### src/rtl/assert_macros.svh
// assertion macros shared by the vector to longitude/latitude rtl
`ifndef ASSERT_MACROS_SVH
`define ASSERT_MACROS_SVH

// same-cycle implication, disabled while in reset
`define VLL_ASSERT_IMPL(lbl, clk, rstn, ante, cons) \
    lbl: assert property (@(posedge clk) disable iff (!rstn) (ante) |-> (cons)) \
        else $error("implication check failed");

// next-cycle implication, disabled while in reset
`define VLL_ASSERT_NEXT(lbl, clk, rstn, ante, cons) \
    lbl: assert property (@(posedge clk) disable iff (!rstn) (ante) |=> (cons)) \
        else $error("next-cycle check failed");

`endif

### src/rtl/vll_pkg.sv
// shared constants and arctangent table for the vector to longitude/latitude block
`default_nettype none
package vll_pkg;

    localparam int COORD_WIDTH_DEF  = 32;
    localparam int ANGLE_WIDTH_DEF  = 32;
    localparam int CORDIC_STEPS_DEF = 32;

    // angle accumulator width, units of 2^-32 turn
    localparam int ACC_W = 36;

    localparam logic signed [ACC_W-1:0] HALF_TURN    = 36'sd2147483648;
    localparam logic signed [ACC_W-1:0] QUARTER_TURN = 36'sd1073741824;
    localparam logic [31:0]             INV_GAIN     = 32'd2608131496;

    // round(atan(2^-i) / (2 pi) * 2^32)
    function automatic logic [31:0] atan_step(input int i);
        logic [31:0] v;
        case (i)
            0:  v = 32'd536870912;
            1:  v = 32'd316933406;
            2:  v = 32'd167458907;
            3:  v = 32'd85004756;
            4:  v = 32'd42667331;
            5:  v = 32'd21354465;
            6:  v = 32'd10679838;
            7:  v = 32'd5340245;
            8:  v = 32'd2670163;
            9:  v = 32'd1335087;
            10: v = 32'd667544;
            11: v = 32'd333772;
            12: v = 32'd166886;
            13: v = 32'd83443;
            14: v = 32'd41722;
            15: v = 32'd20861;
            16: v = 32'd10430;
            17: v = 32'd5215;
            18: v = 32'd2608;
            19: v = 32'd1304;
            20: v = 32'd652;
            21: v = 32'd326;
            22: v = 32'd163;
            23: v = 32'd81;
            24: v = 32'd41;
            25: v = 32'd20;
            26: v = 32'd10;
            27: v = 32'd5;
            28: v = 32'd3;
            29: v = 32'd1;
            30: v = 32'd1;
            default: v = 32'd0;
        endcase
        return v;
    endfunction

endpackage
`default_nettype wire

### src/rtl/vll_gain.sv
// inverse cordic gain correction, multiply then round, two stages
`default_nettype none
module vll_gain
    import vll_pkg::*;
#(
    parameter int XW = 36,
    parameter int TW = 1
)
(
    input  wire logic          clk,
    input  wire logic          rst_n,
    input  wire logic          en,
    input  wire logic          in_valid,
    input  wire logic [XW-1:0] in_len,
    input  wire logic [TW-1:0] in_tag,
    output logic               out_valid,
    output logic [XW-1:0]      out_r,
    output logic [TW-1:0]      out_tag
);

    logic             prod_valid_reg;
    logic [XW+31:0]   prod_reg;
    logic [TW-1:0]    prod_tag_reg;
    logic             r_valid_reg;
    logic [XW-1:0]    r_reg;
    logic [TW-1:0]    r_tag_reg;
    logic [XW+31:0]   rounded;

    assign rounded = prod_reg + {{XW{1'b0}}, 32'h8000_0000};

    always_ff @(posedge clk or negedge rst_n)
    begin
        if (!rst_n)
        begin
            prod_valid_reg <= 1'b0;
            r_valid_reg    <= 1'b0;
        end
        else if (en)
        begin
            prod_valid_reg <= in_valid;
            r_valid_reg    <= prod_valid_reg;
        end
    end

    always_ff @(posedge clk)
    begin
        if (en)
        begin
            prod_reg     <= {32'd0, in_len} * {{XW{1'b0}}, INV_GAIN};
            prod_tag_reg <= in_tag;
            r_reg        <= rounded[XW+31:32];
            r_tag_reg    <= prod_tag_reg;
        end
    end

    assign out_valid = r_valid_reg;
    assign out_r     = r_reg;
    assign out_tag   = r_tag_reg;

endmodule
`default_nettype wire
### config.mk
export PLATFORM = sky130hd
export DESIGN_NAME = vll_gain
export DESIGN_NICKNAME = d
export VERILOG_FILES = /design/src/rtl/assert_macros.svh /design/src/rtl/vll_pkg.sv /design/src/rtl/vll_gain.sv
export SDC_FILE = /design/constraint.sdc
export NUM_CORES = 2
export LEC_CHECK = 0
export BUFFER_PORTS_ARGS = -buffer_cell sky130_fd_sc_hd__buf_2
export CAP_MARGIN = 20
export CORE_ASPECT_RATIO = 0.6
export CORE_UTILIZATION = 48
export DETAILED_ROUTE_END_ITERATION = 6
export PLACE_DENSITY = 0.65
export SYNTH_ARGS = -nofsm -noshare
export SYNTH_HDL_FRONTEND = slang
export SYNTH_SLANG_ARGS = --single-unit
export TNS_END_PERCENT = 20
### constraint.sdc
create_clock -name clk -period 3.1 [get_ports clk]
set_clock_uncertainty 0.15 [all_clocks]
set_input_delay 0.62 -clock clk [delete_from_list [all_inputs] [get_ports clk]]
set_output_delay 0.62 -clock clk [all_outputs]
set_load 0.02 [all_outputs]
==> flow_summary.toml <==
[critical_path]
cp-end-kind = "flop"
arrival_ps = 7040
ff2ff_path_depth = 9
slowest_stage = "fa_2"
crit_cells = 27
critPathLaunchType = "primary input"
path_buf_inv = 9
crit_type = "primary input to flop"
path_delay_family = "adder cells"
r2r-start = "prod_reg[39]$_DFFE_PP_"
r2r-end = "out_r[30]$_DFFE_PP_"
max_stage_delay_ps = 620
critPathMaxFanout = 4
reg2reg_slack_ps = 410
cp.required_ps = 3020

[timing]
period_minus_slack_ps = 7124
final-hold-violation-count = 0
setup_slack_ps = -4024
relSlewSlack_pct = 60.38
fin_setup_tns_ps = -138210
final-setup-viol-count = 37
slew_viol_final = 0
fmax_mhz = 140.4
period_share_pct = 229.8
rsz0062_at_grt = "true"
tightest_slew_ps = 592.5

[detailed_routing]
drc_errors = 6
wire_per_inst_um = 20.68
first_pass_iters = 7
dr.first_iter.drc_count = 1222
dr_total_vias = 17080
drtAntennaViolNets = 0
via_per_inst = 4.972
drt_wl_total_um = 71040

[floorplan]
core-area_sq_um = 48170
initial_core_util_pct = 49.05
ios = 79
num_rows = 62
die_w_um = 288.4
die-area_sq_um = 50150
dieHeight_um = 173.9

[layout]
layout.nets = 3731
largest_register_ffs = 37
diodes = 0
drive_gt1_share_pct = 26.40
synthToLayoutAreaGrowth_pct = 24.69

[clocking]
htreeDepth = 3
clk_latency_ps = 330
cts_buffers = 9
cts_tree = "yes"
clockRootBuffer = "clkbuf_16"
cts_sinks = 77
clk_pin_slew_ps = 50
clockBufferDepth = 2

[logic_synthesis]
netlist_instances = 2277
synth_area_sq_um = 23630
synth_fp_nets = 3218
seq_area_frac_synth_pct = 9.743
synth_edf_count = 75
synth_area_per_cell_sq_um = 10.38
yosysUniqueCellTypes = 69
yosysWarnings = 0
ys_seq_elements = 77
async_flop_share_pct = 2.597
ys.flop_type = "edfxtp_1"

[job]
cap_violations = 0

[min_path]
hold_path_class = "flop to flop"
hp-start = "prod_tag_reg$_DFFE_PP_"
hold_path_depth = 0
hold_end = "out_tag$_DFFE_PP_"

[run_status]
status = "finished, violations left"
violations = "design-rule violations, negative setup slack"

[grt]
grt_overflow = 0
antenna_found_initial = 0
grt_max_degree = 56
grt_first_pass_wirelength_um = 109000
track_usage_pct = 29.53
grt_pass1_vias = 18574

[placement]
detailed_place_hpwl_um = 65570
place_congestion = 1.033
portBuffers = 78
[cell type report]
type	count	area (sq um)
Clock inverter	1	7.507
Inverter	808	3080
Sequential cell	77	2302
Clock buffer	15	267.8
Timing Repair Buffer	524	3986
Multi-Input combinational cell	1370	19020
Tap cell	640	800.8
Fill cell	4016	18710
[cells in the mapped netlist (4+ instances only)]
master      n  area (sq um)
a31oi_1     5         31.28
and3_1      9         56.30
fa_1      521         10430
ha_1      379          4742
clkbuf_8    5         68.82
nand2_1    66         247.7
nand3_1    23         115.1
nand4_1    22         137.6
xnor2_1    48         420.4
nor2_1     37         138.9
or3_1       4         25.02
o21ai_1     4         20.02
o21ai_0    26         130.1
nor2b_1     5         31.28
nor3_1      7         35.03
and2_1      4         25.02
xor2_1     26         227.7
o221ai_1    4         35.03
o21bai_1   17         127.6
a21oi_1    69         345.3
o21a_1      4         30.03
a21o_1     24         180.2
o31ai_1     5         37.54
clkbuf_1   13         48.80
inv_1     808          3033
and4_1      7         61.31
edfxtp_1   75          2252
nor3b_1     5         37.54
[per-layer routing]
layer | vias up | wire length [um] | GRT usage [%]
met5 | - | 110 | 1.635
met4 | 2 | 385 | 2.403
met3 | 35 | 9440 | 13.42
met2 | 557 | 26090 | 37.56
met1 | 8590 | 35010 | 46.44
li1 | 7896 | - | -
[through the flow]
| step | hold WS [ps] | setup slack, ps | area [sq um] | cells | util [%] |
|---|---|---|---|---|---|
| final | 282.2 | -4024 | 29460 | 3435 | 61.16 |
| after global routing | 300.3 | -4222 | 29460 | 3435 | 61.16 |
| after CTS | 287.1 | -4067 | 29160 | 3425 | 60.53 |
| after detailed placement | 259.4 | -4694 | 27910 | 3386 | 57.93 |
| after global placement | 253.9 | -4645 | 27910 | 3386 | 57.93 |
| after floorplan | 174.4 | -3886 | 23740 | 2277 | - |
[kinds of logic after synthesis]
kind of cell / after synthesis / share of synthesized area, %
adders and majority gates: 900 / 64.21
buffers and inverters: 830 / 13.48
and+or+nand+nor: 206 / 4.532
AOI/OAI and AO/OA: 188 / 5.200
DFF: 77 / 9.743
xor gates and xnor gates: 74 / 2.743
muxes: 2 / 0.09530
[worst max path at each step]
stage	slack, ps	start	end
floorplan	-3890	in_len[17]	prod_reg[63]$_DFFE_PP_
global placement	-4640	in_len[12]	prod_reg[64]$_DFFE_PP_
detailed placement	-4690	in_len[12]	prod_reg[64]$_DFFE_PP_
CTS	-4070	in_len[5]	prod_reg[47]$_DFFE_PP_
global route	-4220	in_len[8]	prod_reg[50]$_DFFE_PP_
finish	-4020	in_len[5]	prod_reg[50]$_DFFE_PP_
[cell usage in the layout, fill, tap and decap left out, types with 21 or more instances in the layout]
cell type,netlist,layout
buf_6,2,24
ha_4,0,27
edfxtp_1,75,75
nand4_1,22,22
xnor2_1,48,44
buf_4,1,429
xor2_1,26,23
a21o_1,24,24
fa_1,521,487
buf_2,0,60
inv_1,808,770
fa_2,0,34
a21oi_1,69,47
nand2_1,66,60
inv_2,0,25
nor2_1,37,35
ha_1,379,340
a21oi_2,1,21
[timing repair]
item	CTS	global route
hold endpoints to repair	2	0
buffers inserted	23	10
hold buffers	1	0
gates resized for setup	191	54
setup endpoints to repair	37	37
pin swaps	75	35
Power is not shown: default switching activity piles up to over one toggle a cycle in this logic, so the estimate is an artifact.
